$ cat config.mk
export PLATFORM = sky130hd
export DESIGN_NAME = deq_front
export DESIGN_NICKNAME = d
export VERILOG_FILES = /design/src/deque_with_count_and_index_query_top_defines.svh /design/src/deq_pkg.sv /design/src/deq_front.sv
export SDC_FILE = /design/constraint.sdc
export NUM_CORES = 1
export LEC_CHECK = 0
export BUFFER_PORTS_ARGS = -buffer_cell sky130_fd_sc_hd__buf_4
export CELL_PAD_IN_SITES_DETAIL_PLACEMENT = 1
export CELL_PAD_IN_SITES_GLOBAL_PLACEMENT = 1
export CORE_MARGIN = 3
export CORE_UTILIZATION = 25
export DETAILED_ROUTE_END_ITERATION = 12
export PLACE_DENSITY = 0.64
export SYNTH_ARGS = -nofsm -noshare
export SYNTH_HDL_FRONTEND = slang
export SYNTH_SLANG_ARGS = --single-unit
$ cat constraint.sdc
create_clock -name i_clk -period 6.5 [get_ports i_clk]
set_clock_uncertainty 0.2 [all_clocks]
set_input_delay 0.325 -clock i_clk [delete_from_list [all_inputs] [get_ports i_clk]]
set_output_delay 0.325 -clock i_clk [all_outputs]
set_load 0.005 [all_outputs]
$ cat src/deque_with_count_and_index_query_top_defines.svh
// assertion macros used by the deque back end
`ifndef DEQUE_WITH_COUNT_AND_INDEX_QUERY_TOP_DEFINES_SVH
`define DEQUE_WITH_COUNT_AND_INDEX_QUERY_TOP_DEFINES_SVH

// same-cycle implication, quiet while reset is held
`define DEQ_ASSERT_NOW(lbl, clk, rst_n, ante, cons) \
    lbl: assert property (@(posedge clk) disable iff (!rst_n) (ante) |-> (cons)) \
        else $error("deque assertion failed");

// next-cycle implication, quiet while reset is held
`define DEQ_ASSERT_NEXT(lbl, clk, rst_n, ante, cons) \
    lbl: assert property (@(posedge clk) disable iff (!rst_n) (ante) |=> (cons)) \
        else $error("deque assertion failed");

`endif

$ cat src/deq_pkg.sv
// types and constants shared by the deque modules
package deq_pkg;

    localparam int DEPTH_DEFAULT = 256;
    localparam int CMD_Q_DEPTH   = 2;
    localparam int VALUE_W       = 32;
    localparam int POS_W         = 8;
    localparam int TYPE_W        = 2;

    localparam logic [VALUE_W-1:0] ANSWER_NONE = '1;

    typedef enum logic [TYPE_W-1:0] {
        OP_PUSH_FRONT = 2'd0,
        OP_PUSH_BACK  = 2'd1,
        OP_COUNT      = 2'd2,
        OP_READ       = 2'd3
    } t_op;

    typedef enum logic [1:0] {
        STATUS_OK    = 2'd0,
        STATUS_FULL  = 2'd1,
        STATUS_RANGE = 2'd2
    } t_status;

    typedef enum logic [1:0] {
        BK_IDLE,
        BK_EXEC,
        BK_READ,
        BK_COUNT
    } t_back_state;

    typedef struct packed {
        t_op                op;
        logic [VALUE_W-1:0] value;
        logic [POS_W-1:0]   pos;
    } t_cmd;

endpackage

$ cat src/deq_front.sv
// front end: takes a request, decodes it and hands it to the command queue
module deq_front (
    input  logic                          i_clk,
    input  logic                          i_rst_n,
    input  logic                          start,
    output logic                          busy,
    input  logic [deq_pkg::TYPE_W-1:0]    i_req_type,
    input  logic signed [deq_pkg::VALUE_W-1:0] i_item_value,
    input  logic [deq_pkg::POS_W-1:0]     i_position,
    input  logic                          i_q_full,
    output logic                          o_q_push,
    output deq_pkg::t_cmd                 o_q_cmd
);

    logic          r_valid, n_valid;
    deq_pkg::t_cmd r_cmd, n_cmd;
    deq_pkg::t_op  dec_op;
    logic          accept;

    always_comb begin
        case (i_req_type)
            deq_pkg::OP_PUSH_FRONT: dec_op = deq_pkg::OP_PUSH_FRONT;
            deq_pkg::OP_PUSH_BACK:  dec_op = deq_pkg::OP_PUSH_BACK;
            deq_pkg::OP_COUNT:      dec_op = deq_pkg::OP_COUNT;
            default:                dec_op = deq_pkg::OP_READ;
        endcase
    end

    assign busy     = r_valid & i_q_full;
    assign accept   = start & ~busy;
    assign o_q_push = r_valid & ~i_q_full;
    assign o_q_cmd  = r_cmd;

    always_comb begin
        n_valid = r_valid;
        n_cmd   = r_cmd;
        if (accept) begin
            n_valid   = 1'b1;
            n_cmd.op    = dec_op;
            n_cmd.value = i_item_value;
            n_cmd.pos   = i_position;
        end else if (o_q_push) begin
            n_valid = 1'b0;
        end
    end

    always_ff @(posedge i_clk) begin
        if (!i_rst_n) begin
            r_valid <= 1'b0;
        end else begin
            r_valid <= n_valid;
        end
        r_cmd <= n_cmd;
    end

endmodule

==> key figures <==
Run status
  – Status: completed

Synthesis
  – Register area share after synthesis: 0.972
  – Cells after Synth: 49
  – Unique masters post-synth: 7
  – Top post-synthesis cells by area: edfxtp_1 (96%), dfxtp_1 (1.5%), and2_4 (0.66%)
  – Post-synth top area cell: edfxtp_1
  – Mapped cell area: 0.00132 mm2
  – EDFF count, synth: 42
  – Area fraction of the dominant cell type after synthesis: 0.956
  – Synth async-reset ratio: 0
  – Main flop type after synthesis: edfxtp_1
  – Most frequent cell after synthesis: edfxtp_1
  – Avg Cell Area, Syn: 26.9 um2
  – Yosys reg bits: 43
  – Top post-synthesis cells by count: edfxtp_1 (42), clkbuf_1 (2)
  – Post-Synthesis Net Count: 95
  – Syn. warnings: 0

Cells and area
  – ANT cells: 0
  – Layout cells sized above 1: 0.551
  – Nets: between 200 and 250
  – Synthesis-to-finish area growth: 89.8%
  – # fillers: around 490
  – Layout Utilization: 0.510

Global route
  – Total track usage: 0.121
  – Initial antenna violation count: 0
  – GRT overflow: 0
  – Vias in the first global route: 1065
  – First-pass GRT wire length: 5.46 mm
  – Largest net degree at the start of global routing: 43

STA
  – Final period util: 0.303
  – Fmax: ~510 MHz
  – Relative slew slack: 0.231
  – Period minus WS final: 1.97 ns
  – RSZ-0062 raised after global routing: false
  – Final TNS setup: 0 ns
  – Worst Tran Pin Value: between 1 and 1.5 ns
  – Slew Limit Fails: 0
  – Final setup viols: 0
  – Final hold violations: 0

Power
  – VDD IR-drop max: 0.000149 V
  – PD cells: 230 mW/mm2
  – Pleak: between 1 and 1.5 nW

Clocking
  – Root cell of the clock tree: clkbuf_8
  – Post-CTS Setup Inserts: 0
  – Total CTS buffers: 5
  – Maximum root-to-sink buffer count: 2
  – Clk slew on worst S/H paths: 0.08 ns
  – Clock latency on the worst-skew pair: slightly below 0.3 ns
  – Htree depth: 2
  – CTS tree: built
  – CTS Sinks: 43

Setup path
  – CP peak stage delay: 0.88 ns
  – Arr. time, crit path: 1.67 ns
  – Worst-path cell chain: and2_4, nor2b_4
  – CP Class: reg2reg
  – CP Launch Type: flip-flop
  – CP max FO: 42
  – Crit end category: flip-flop
  – CP required: 6.20 ns
  – Critical-path top delay cell: nor2b_4

Route
  – Routed WL per cell: around 16 um
  – Drt total wl: 3.98 mm
  – 1st-pass router iterations: 3
  – Via count: 944
  – Post-DRT Antenna Nets: 0
  – Vias per inst: 3.85
  – Initial DRC Count: 34
  – Number of remaining DRC errors: 0

Floorplanning
  – Die W: ~79 um
  – Die Y-Extent: between 70 and 80 um
  – Die Area: slightly above 0.006 mm2
  – CORE AREA: slightly below 0.005 mm2
  – Initial Utilization: 0.269
  – Ports: 90
  – Rows: 25

Flow run
  – # Max-Cap Violations: 0

Placement
  – Gpl congestion: 0.649
  – DP Wirelength: 2.28 mm
  – IO buf count: 89

Hold path
  – Hold crit path type: in2reg
==> layout by cell type, fill, tap and decap left out, drive strengths merged <==
master       instances
buf                 89
edfxtp              42
dlygate4sd3         34
clkbuf               7
and2                 1
nor2b                1
and2b                1
o21a                 1
clkinv               1
dfxtp                1
==> flip-flops by register name, summed over array words and instances, names as in the netlist <==
signal	count
o_q_cmd	42
r_valid	1
==> what timing repair did <==
| item | 4_1_cts | 5_1_grt |
|---|---|---|
| hold endpoints to repair | 21 | 13 |
| resized for setup | 0 | 0 |
| hold buffers | 21 | 13 |
==> final cells by class <==
cell class                 count  area, um2  share of cell area
timing repair buffer         123       1010               0.403
clock buffer                   7       86.3              0.0345
clock inverter                 1       5.00             0.00200
sequential                    43       1280               0.512
multi-input combinational      4       37.5              0.0150
tap                           67       83.8              0.0335
==> logic make-up (layout without fill, tap and decap cells) <==
logic type	count (synthesis)	after routing	synth area share
buf+inv	2	131	0.00569
flops	43	43	0.972
compound gates	1	1	0.00569
simple gates	3	3	0.0171
==> critical path: cells and delay by family, from the launching register on <==
kind             cells  cell delay (ns)
flip-flops           1             0.32
AND/OR/NAND/NOR      2             1.03
==> routing by layer <==
layer / wire length, um / up-vias / global-route usage / part of all wire
li1: - / 443 / - / -
met1: 1310 / 431 / 0.114 / 0.33
met2: 2100 / 65 / 0.203 / 0.53
met3: 505 / 5 / 0.0837 / 0.13
met4: 61 / 0 / 0.0472 / 0.015
met5: 0 / - / 0 / 0
==> final timing paths <==
kind	end	slack (ns)	cells after the start	from
max	o_q_cmd[33]	4.53	2	r_valid
min	o_q_cmd[26]	0.02	1	i_item_value[18]
max reg2reg	o_q_cmd[33]	4.53	2	r_valid
min reg2reg	r_valid	0.47	2	r_valid
==> power by group <==
| group | switching, mW | internal [mW] |
|---|---|---|
| clock network | 0.0887 | 0.0858 |
| logic | 0.0241 | 0.0489 |
| registers | 0.00481 | 0.324 |
| total | 0.118 | 0.458 |
==> per-stage QoR <==
step | cell area [um2] | worst slack, ns | power (mW) | cells | hold slack (ns)
2_1_floorplan | 1320 | 3.49 | 0.343 | 49 | 0.224
3_3_place_gp | 2070 | 4.47 | 0.388 | 203 | 0.303
3_5_place_dp | 2070 | 4.37 | 0.390 | 203 | 0.304
4_1_cts | 2370 | 4.53 | 0.572 | 232 | 0.000676
5_1_grt | 2500 | 4.38 | 0.600 | 245 | 0.000218
6_report | 2500 | 4.53 | 0.576 | 245 | 0.0189
Note: power is estimated with default switching activity, not from simulation.
