**config.mk**
```make
export PLATFORM = sky130hd
export DESIGN_NAME = deq_cmd_fifo
export DESIGN_NICKNAME = d
export VERILOG_FILES = /design/src/deque_with_count_and_index_query_top_defines.svh /design/src/deq_pkg.sv /design/src/deq_cmd_fifo.sv
export SDC_FILE = /design/constraint.sdc
export NUM_CORES = 1
export LEC_CHECK = 0
export BUFFER_PORTS_ARGS = -buffer_cell sky130_fd_sc_hd__buf_2
export CORE_ASPECT_RATIO = 1.75
export CORE_UTILIZATION = 55
export DETAILED_ROUTE_END_ITERATION = 10
export PLACE_DENSITY_LB_ADDON = 0.3
export SLEW_MARGIN = 5
export SYNTH_ARGS = -nofsm -noshare
export SYNTH_HDL_FRONTEND = slang
export SYNTH_SLANG_ARGS = --single-unit
```
**constraint.sdc**
```tcl
create_clock -name i_clk -period 4.99 [get_ports i_clk]
set_input_delay 0.2495 -clock i_clk [delete_from_list [all_inputs] [get_ports i_clk]]
set_output_delay 0.2495 -clock i_clk [all_outputs]
set_load 0.01 [all_outputs]
```
**src/deque_with_count_and_index_query_top_defines.svh**
```systemverilog
// assertion macros used by the deque back end
`ifndef DEQUE_WITH_COUNT_AND_INDEX_QUERY_TOP_DEFINES_SVH
`define DEQUE_WITH_COUNT_AND_INDEX_QUERY_TOP_DEFINES_SVH

// same-cycle implication, quiet while reset is held
`define DEQ_ASSERT_NOW(lbl, clk, rst_n, ante, cons) \
    lbl: assert property (@(posedge clk) disable iff (!rst_n) (ante) |-> (cons)) \
        else $error("deque assertion failed");

// next-cycle implication, quiet while reset is held
`define DEQ_ASSERT_NEXT(lbl, clk, rst_n, ante, cons) \
    lbl: assert property (@(posedge clk) disable iff (!rst_n) (ante) |=> (cons)) \
        else $error("deque assertion failed");

`endif

```
**src/deq_pkg.sv**
```systemverilog
// types and constants shared by the deque modules
package deq_pkg;

    localparam int DEPTH_DEFAULT = 256;
    localparam int CMD_Q_DEPTH   = 2;
    localparam int VALUE_W       = 32;
    localparam int POS_W         = 8;
    localparam int TYPE_W        = 2;

    localparam logic [VALUE_W-1:0] ANSWER_NONE = '1;

    typedef enum logic [TYPE_W-1:0] {
        OP_PUSH_FRONT = 2'd0,
        OP_PUSH_BACK  = 2'd1,
        OP_COUNT      = 2'd2,
        OP_READ       = 2'd3
    } t_op;

    typedef enum logic [1:0] {
        STATUS_OK    = 2'd0,
        STATUS_FULL  = 2'd1,
        STATUS_RANGE = 2'd2
    } t_status;

    typedef enum logic [1:0] {
        BK_IDLE,
        BK_EXEC,
        BK_READ,
        BK_COUNT
    } t_back_state;

    typedef struct packed {
        t_op                op;
        logic [VALUE_W-1:0] value;
        logic [POS_W-1:0]   pos;
    } t_cmd;

endpackage

```
**src/deq_cmd_fifo.sv**
```systemverilog
// short command queue between the front end and the executing back end
module deq_cmd_fifo (
    input  logic          i_clk,
    input  logic          i_rst_n,
    input  logic          i_push,
    input  deq_pkg::t_cmd i_push_cmd,
    output logic          o_full,
    input  logic          i_pop,
    output deq_pkg::t_cmd o_pop_cmd,
    output logic          o_empty
);

    localparam int QD = deq_pkg::CMD_Q_DEPTH;
    localparam int PW = (QD > 1) ? $clog2(QD) : 1;
    localparam int NW = $clog2(QD + 1);

    deq_pkg::t_cmd   r_entry [QD];
    logic [PW-1:0]   r_wr_ptr, n_wr_ptr;
    logic [PW-1:0]   r_rd_ptr, n_rd_ptr;
    logic [NW-1:0]   r_count, n_count;
    logic            do_push, do_pop;

    assign o_full    = (r_count == NW'(QD));
    assign o_empty   = (r_count == '0);
    assign do_push   = i_push & ~o_full;
    assign do_pop    = i_pop & ~o_empty;
    assign o_pop_cmd = r_entry[r_rd_ptr];

    always_comb begin
        n_wr_ptr = r_wr_ptr;
        n_rd_ptr = r_rd_ptr;
        n_count  = r_count;
        if (do_push) begin
            n_wr_ptr = (r_wr_ptr == PW'(QD - 1)) ? '0 : r_wr_ptr + 1'b1;
        end
        if (do_pop) begin
            n_rd_ptr = (r_rd_ptr == PW'(QD - 1)) ? '0 : r_rd_ptr + 1'b1;
        end
        case ({do_push, do_pop})
            2'b10:   n_count = r_count + 1'b1;
            2'b01:   n_count = r_count - 1'b1;
            default: n_count = r_count;
        endcase
    end

    always_ff @(posedge i_clk) begin
        if (!i_rst_n) begin
            r_wr_ptr <= '0;
            r_rd_ptr <= '0;
            r_count  <= '0;
        end else begin
            r_wr_ptr <= n_wr_ptr;
            r_rd_ptr <= n_rd_ptr;
            r_count  <= n_count;
        end
    end

    always_ff @(posedge i_clk) begin
        if (do_push) begin
            r_entry[r_wr_ptr] <= i_push_cmd;
        end
    end

endmodule

```
==> results.txt, run 1 <==
Clock skew - 0.004187 ns
Post-Syn Instances - 157
Max Clock Freq - 465.4 MHz
Vias after detailed routing - 1674
Final hold violation count - 0
Number of CTS-inserted buffers - 9
Sequential cell area fraction in the yosys report - 80.55%
VDD IR max - 0.3364 mV
Synth Area in Compound Gates - 0.9992%
P_leak - 1.477 nW
Worst hold-check path type - in2reg
Synth top area cells - edfxtp_1 (77%), mux2_2 (15%), dfxtp_1 (3.1%)
WL per Instance - 14.60 um
CTS Hold Bufs - 0
Post-Synth Simple-Gate Area - 1.653%
Total global routing overflow - 0
Syn Std Cell Area - 3256 um2
Final HPWL DP - 3196 um
Vias per cell - 5.012
Post-synthesis mux area share - 14.53%
CP top delay family - flip-flops
Post-route minimum period - 2.149 ns
Die area - 6243 um2
Initial Utilization - 57.82%
I/O pin total - 90
Rows - 36
PwrDens - 482.7 nW/um2
CTS H-tree depth - 3
RD Place Congestion - 0.7299
Critical path's slowest cell - dfxtp_2
Largest net degree at the start of global routing - 43
Antenna cells - 0
CTS clock-pin slew for the worst setup and hold paths - 0.07 ns
TritonCTS clock tree - built
Syn Area/Cell - 20.74 um2
DR pass1 iterations - 4
Yosys reg bits - 89
Startpoint Class - flip-flop
Later-pin clock latency in the skew report - 0.34 ns
Routed Antenna Nets - 0
Postcts setup bufs - 0
Dpl cells - 318
Share of layout cells above drive strength 1 - 57.36%
CP cell instances - mux2_2 -> buf_2
Setup crit end kind - primary output
Adder-cell area share of the yosys netlist - 0.3843%
First-pass GRT wire length - 7376 um
# Max-Cap Violations - 0
Slew Viols, Final - 0
Core Area - 5630 um2
Final worst path period share - 43.06%
CP Data Arrival Time - 1.90 ns
Main combinational cell family by area after synthesis - multiplexers
Fin nets - 300
Total GRT Usage - 16.85%
Yosys top cell by area - edfxtp_1
Syn_nets - 204
DR iter-0 viols - 42
CP Max Fanout - 42
Worst path required time - 4.74 ns
Fin Setup TNS - 0 ns
Number of global-route vias before repair - 1651
Initial antenna violation count - 0
Final setup violation count - 0
DRC viols - 0
Max stage delay on crit path - 0.99 ns
PostCTS Resize Cnt - 0
Synth unique cells - 19
Area Growth Syn to Fin - 20.91%
Non-filler cells, final - 334
Status - finished, final reports clean
Xor/xnor share of the synthesized area - 0.8071%
RSZ-0062 raised after global routing - false
Root buffer cell - clkbuf_8
Chip Width - 60.16 um
Share of the synthesized area in the top cell type - 77.48%
CTS Buffer Depth - 2
Port buffer count - 89
Buf/Inv on CP - 1
Crit path kind - reg2out
Final WL - 4877 um
Rel. slew slack - 34.21%
Total clock sinks - 89
Die height - 103.8 um
Slew @ Worst Pin - 0.9869 ns
Yosys Warn Count - 0
-- sequential cells by signal, summed over array words and instances (netlist names), named ones only --
register and flops:
r_entry 84, r_count 2, r_wr_ptr 1, r_rd_ptr 1
-- cells in the final DEF, fill, tap and decap left out --
cell,n
dfxtp_1,4
clkbuf_8,9
a21boi_1,2
clkbuf_1,2
or3_1,2
nor2_1,1
buf_4,1
and2_1,1
inv_2,1
nand2b_2,1
xnor2_1,3
dfxtp_2,1
nand2_1,1
clkinv_2,3
inv_1,1
nor2b_1,2
o21ai_0,2
clkinv_1,3
ha_1,1
edfxtp_1,84
mux2_2,42
and3_2,1
o21a_1,1
buf_2,89
-- cell usage after synthesis, drive strengths merged --
cell type,count
edfxtp,84
inv,3
o21ai,2
nor2,1
dfxtp,5
nor2b,2
ha,1
xnor2,3
buf,4
and3,1
o21a,1
nand2b,1
or3,2
mux2,42
and2,1
clkbuf,1
a21boi,2
nand2,1
-- routing by layer --
| layer | vias up | GRT usage, % | part of all wire, % | wire length [um] |
|---|---|---|---|---|
| met1 | 807 | 17.74 | 38 | 1836 |
| met4 | 0 | 7.973 | 1.4 | 69 |
| met3 | 7 | 7.241 | 7.1 | 347 |
| li1 | 803 | - | - | - |
| met5 | - | 0 | 0 | 0 |
| met2 | 57 | 27.71 | 54 | 2624 |
-- worst register-to-register path, cell delays in order, from the launching register on --
cell	delay (ns)
dfxtp_1	0.41
nand2b_2	0.18
inv_2	0.04
or3_1	0.34
clkinv_1	0.07
buf_4	0.45
-- area by class of cell --
class,instances,area [um2]
clock buffers,11,131.4
repair buffers,90,452.9
inverters,3,11.26
fillers,365,1694
clock inverters,5,22.52
well taps,76,95.09
multi-input cells,60,599.3
flip-flops and latches,89,2624
-- stage by stage --
| stage | setup slack (ns) | instance area (um2) | hold WS (ns) | total power, mW | util (%) |
|---|---|---|---|---|---|
| after floorplan | 2.841 | 3256 | 0.3484 | 1.343 | - |
| after global placement | 3.164 | 3782 | 0.4387 | 1.522 | 67.18 |
| after detailed placement | 3.106 | 3782 | 0.4402 | 1.533 | 67.18 |
| after CTS | 2.793 | 3936 | 0.06661 | 1.925 | 69.91 |
| after global routing | 2.720 | 3936 | 0.07002 | 1.995 | 69.91 |
| final | 2.841 | 3936 | 0.09203 | 1.900 | 69.91 |
-- kinds of logic after synthesis --
| family | count (synthesis) |
|---|---|
| flip-flops | 89 |
| multiplexers | 42 |
| AND/OR/NAND/NOR | 9 |
| buffers and inverters | 8 |
| AO/OA/AOI/OAI | 5 |
| XOR/XNOR | 3 |
| adder cells (fa/ha/maj) | 1 |
-- path summary, 6_finish.rpt --
kind	startpoint	to	slack, ns	cells past startpoint
max reg2reg	r_count[0]$_SDFFE_PN0P_	r_entry[0][9]$_DFFE_PP_	3.12	5
min reg2reg	r_wr_ptr$_SDFFE_PN0P_	r_wr_ptr$_SDFFE_PN0P_	0.52	2
max	flip-flop	o_pop_cmd[21]	2.84	2
min	i_push_cmd[5]	r_entry[0][5]$_DFFE_PP_	0.09	1
-- where the power goes --
| part | leakage (nW) | switching, mW | total [mW] | internal, mW |
|---|---|---|---|---|
| registers | 0.827 | 0.0797 | 1.02 | 0.945 |
| logic | 0.567 | 0.227 | 0.483 | 0.256 |
| clock network | 0.0819 | 0.217 | 0.393 | 0.175 |
Note: power is estimated with default switching activity, not from simulation.
==> run 2, diff against run 1 <==
--- a/config.mk
+++ b/config.mk
@@ -5,9 +5,10 @@
 export SDC_FILE = /design/constraint.sdc
 export NUM_CORES = 1
 export LEC_CHECK = 0
+export ABC_AREA = 1
 export BUFFER_PORTS_ARGS = -buffer_cell sky130_fd_sc_hd__buf_2
 export CORE_ASPECT_RATIO = 1.75
-export CORE_UTILIZATION = 55
+export CORE_UTILIZATION = 52
 export DETAILED_ROUTE_END_ITERATION = 10
 export PLACE_DENSITY_LB_ADDON = 0.3
 export SLEW_MARGIN = 5
==> constraint.sdc (replaced) <==
create_clock -name i_clk -period 2.01 [get_ports i_clk]
set_input_delay 0.1005 -clock i_clk [delete_from_list [all_inputs] [get_ports i_clk]]
set_output_delay 0.1005 -clock i_clk [all_outputs]
set_load 0.01 [all_outputs]
==> run 2 against run 1 <==
  * Worst hold slack worse by 0.055 ns
  * Synthesized cell count is 8.9% higher
  * Total power grew to 2.6 times the previous value
  * Clock-buffer cell count is 4 higher
  * Sequential share of layout area is 11 points lower
  * Non-clock buffer count is 48 higher
  * Global-route usage is 0.13 points higher
  * Clock power grew to 4.0 times the previous value
  * Flip-flop and latch count stayed put
  * Setup slack worse by 2.5 ns
  * Largest power group unchanged
==> results.txt, run 2 <==
FF-to-FF setup slack - 0.47 ns
Critical path's slowest cell - mux2_2
Sequential cell area fraction in the yosys report - 75.23%
# Max-Cap Violations - 0
Synth unique cells - 16
Buf/Inv on CP - 2
Max FFs per register - 84
Endpoint, Worst Hold - r_count[1]$_SDFFE_PN0P_
Most instantiated cells after synthesis - edfxtp_1 (84), mux2_4 (40), nor2_1 (12), inv_1 (8), nand2_1 (8)
Slew @ Worst Pin - 0.3925 ns
Share of layout cells above drive strength 1 - 49.06%
Initial Utilization - 53.71%
Final HPWL DP - 3551 um
Postcts setup bufs - 0
Port buffer count - 89
Hold path start - i_rst_n
WL per Instance - 13.77 um
Slew Viols, Final - 0
Max Clock Freq - 615.7 MHz
Worst path required time - 1.91 ns
# fillers - 413
Antenna cells - 0
TritonCTS clock tree - built
Syn_nets - 218
Commonest non-fill, non-tap cell in the layout - buf_2
Synth top area cells - edfxtp_1 (72%), mux2_4 (17%), dfxtp_1 (2.9%)
DR iter-0 viols - 60
CTS H-tree depth - 3
Final setup violation count - 0
Worst hold-check path type - in2reg
Syn Area/Cell - 20.39 um2
Fin Setup TNS - 0 ns
Most frequent cells in the layout - buf_2 (89), edfxtp_1 (84), dlygate4sd3_1 (42)
Post-route worst setup slack - 0.3858 ns
Initial antenna violation count - 0
Cells on worst reg2reg path - 9
Chip Width - 63.89 um
Routed Antenna Nets - 0
P_leak - 1.928 nW
Area Growth Syn to Fin - 35.39%
Grt met1 use - 17.99%
DR pass1 iterations - 4
Max stage delay on crit path - 0.38 ns
Core Area - 6490 um2
Final hold violation count - 0
Largest net degree at the start of global routing - 23
Startpoint Class - flip-flop
Syn Std Cell Area - 3486 um2
Post-Syn Instances - 171
Non-filler cells, final - 402
RSZ-0062 raised after global routing - false
CTS Hold Bufs - 42
Worst slack, placed - 0.5139 ns
Grt met3 use - 5.556%
PnR Total Power - 4.994 mW
Vias per cell - 4.600
GR met2 Demand/Resource - 29.64%
Number of CTS-inserted buffers - 9
Clock skew - 0.003658 ns
Total GRT Usage - 16.99%
Total global routing overflow - 0
Top flop regs - r_entry x84, r_count x2
Root buffer cell - clkbuf_16
Fin nets - 362
Dpl cells - 344
Crit path kind - reg2out
Number of flops mapped to enable cells by yosys - 84
Final worst path period share - 80.81%
Die height - 110.3 um
Rows - 39
Hold depth - 3
CP top delay family - buffers and inverters
PostCTS Resize Cnt - 0
PwrDens - 1058 nW/um2
Rel. slew slack - 73.84%
CTS Buffer Depth - 2
Reg-to-reg critical path endpoint - r_count[1]$_SDFFE_PN0P_
Later-pin clock latency in the skew report - 0.33 ns
Status - finished, final reports clean
CP Data Arrival Time - 1.52 ns
CTS clock-pin slew for the worst setup and hold paths - 0.06 ns
RD Place Congestion - 0.7424
Count leader, synth - edfxtp_1
CP cell instances - buf_4 -> mux2_2 -> buf_2
Yosys reg bits - 89
Vias after detailed routing - 1849
First-pass GRT wire length - 8390 um
Post-route minimum period - 1.624 ns
Final WL - 5536 um
Async S/R FF share, synth - 0%
I/O pin total - 90
Busiest metal layer after global routing - met2
Number of global-route vias before repair - 1891
Beginning of the worst register-to-register path - r_count[0]$_SDFFE_PN0P_
Yosys Warn Count - 0
Share of the synthesized area in the top cell type - 72.36%
DRC viols - 0
Die area - 7048 um2
Prevailing post-synth register cell - edfxtp_1
VDD IR max - 0.8410 mV
CP Max Fanout - 22
Largest Register - r_entry
Yosys top cell by area - edfxtp_1
Setup crit end kind - primary output
Total clock sinks - 89
run 2: changes by cell type after synthesis, moves of 2 or more:
| cell | change |
|---|---|
| mux2_4 | +40 |
| mux2_2 | -40 |
| nand2_1 | +7 |
| xnor2_1 | -3 |
| nor2_1 | +11 |
| buf_2 | -4 |
| or3_1 | -2 |
| buf_12 | +4 |
| nor2b_1 | -2 |
| inv_1 | +6 |
| a21boi_1 | -2 |
run 2: layer usage:
layer | routed length, um | part of all wire [%] | vias to the layer above
met4 | 123 | 2.2 | 0
li1 | - | - | 928
met1 | 2111 | 38 | 862
met5 | 0 | 0 | -
met3 | 253 | 4.6 | 8
met2 | 3048 | 55 | 51
run 2: power breakdown:
| group | switching [mW] | internal [mW] | total [mW] | leakage (nW) |
|---|---|---|---|---|
| combinational | 0.530 | 0.578 | 1.11 | 0.959 |
| sequential | 0.0586 | 2.27 | 2.33 | 0.827 |
| clock | 0.588 | 0.972 | 1.56 | 0.142 |
run 2: worst reg2reg max path: cells and delay by family, from the launching register on:
family                   cells  cell delay, ns
adder cells (fa/ha/maj)      1            0.34
buffers and inverters        2            0.21
flip-flops                   1            0.38
AND/OR/NAND/NOR              6            0.56
run 2: cells by family (layout without fill, tap and decap cells):
family / count (synthesis) / in the layout / share of synthesized area [%]
compound gates: 2 / 2 / 0.2869
flops: 89 / 89 / 75.23
mux: 42 / 42 / 17.88
fa+ha+maj: 1 / 1 / 0.3589
simple gates: 23 / 23 / 2.656
buf+inv: 14 / 163 / 3.589
run 2: how the worst max path moves through the flow:
stage / startpoint / depth (start not counted) / end / slack [ns]
after floorplan: r_count[0]$_SDFFE_PN0P_ / 4 / r_entry[1][0]$_DFFE_PP_ / 0.09
after global placement: r_count[0]$_SDFFE_PN0P_ / 9 / r_count[1]$_SDFFE_PN0P_ / 0.62
after detailed placement: r_count[0]$_SDFFE_PN0P_ / 9 / r_count[1]$_SDFFE_PN0P_ / 0.51
after CTS: flip-flop / 3 / o_pop_cmd[22] / 0.36
after global routing: r_count[0]$_SDFFE_PN0P_ / 9 / r_count[1]$_SDFFE_PN0P_ / 0.30
final: flip-flop / 3 / o_pop_cmd[27] / 0.39
run 2: metrics by stage:
| step | utilization [%] | instance area [um2] | hold WS [ns] |
|---|---|---|---|
| finish | 72.72 | 4720 | 0.03735 |
| global route | 72.72 | 4720 | 0.03892 |
| CTS | 72.72 | 4720 | 0.02229 |
| detailed placement | 61.69 | 4004 | 0.2915 |
| global placement | 61.69 | 4004 | 0.2889 |
| floorplan | - | 3493 | 0.1994 |
run 2: cell type report:
type / count / area, um2 / area share, %
Tap cell: 82 / 102.6 / 2.174
Sequential cell: 89 / 2624 / 55.59
Inverter: 9 / 33.78 / 0.7158
Clock buffer: 15 / 287.8 / 6.098
Multi-Input combinational cell: 68 / 745.7 / 15.80
Timing Repair Buffer: 138 / 918.4 / 19.46
Clock inverter: 1 / 7.507 / 0.1591
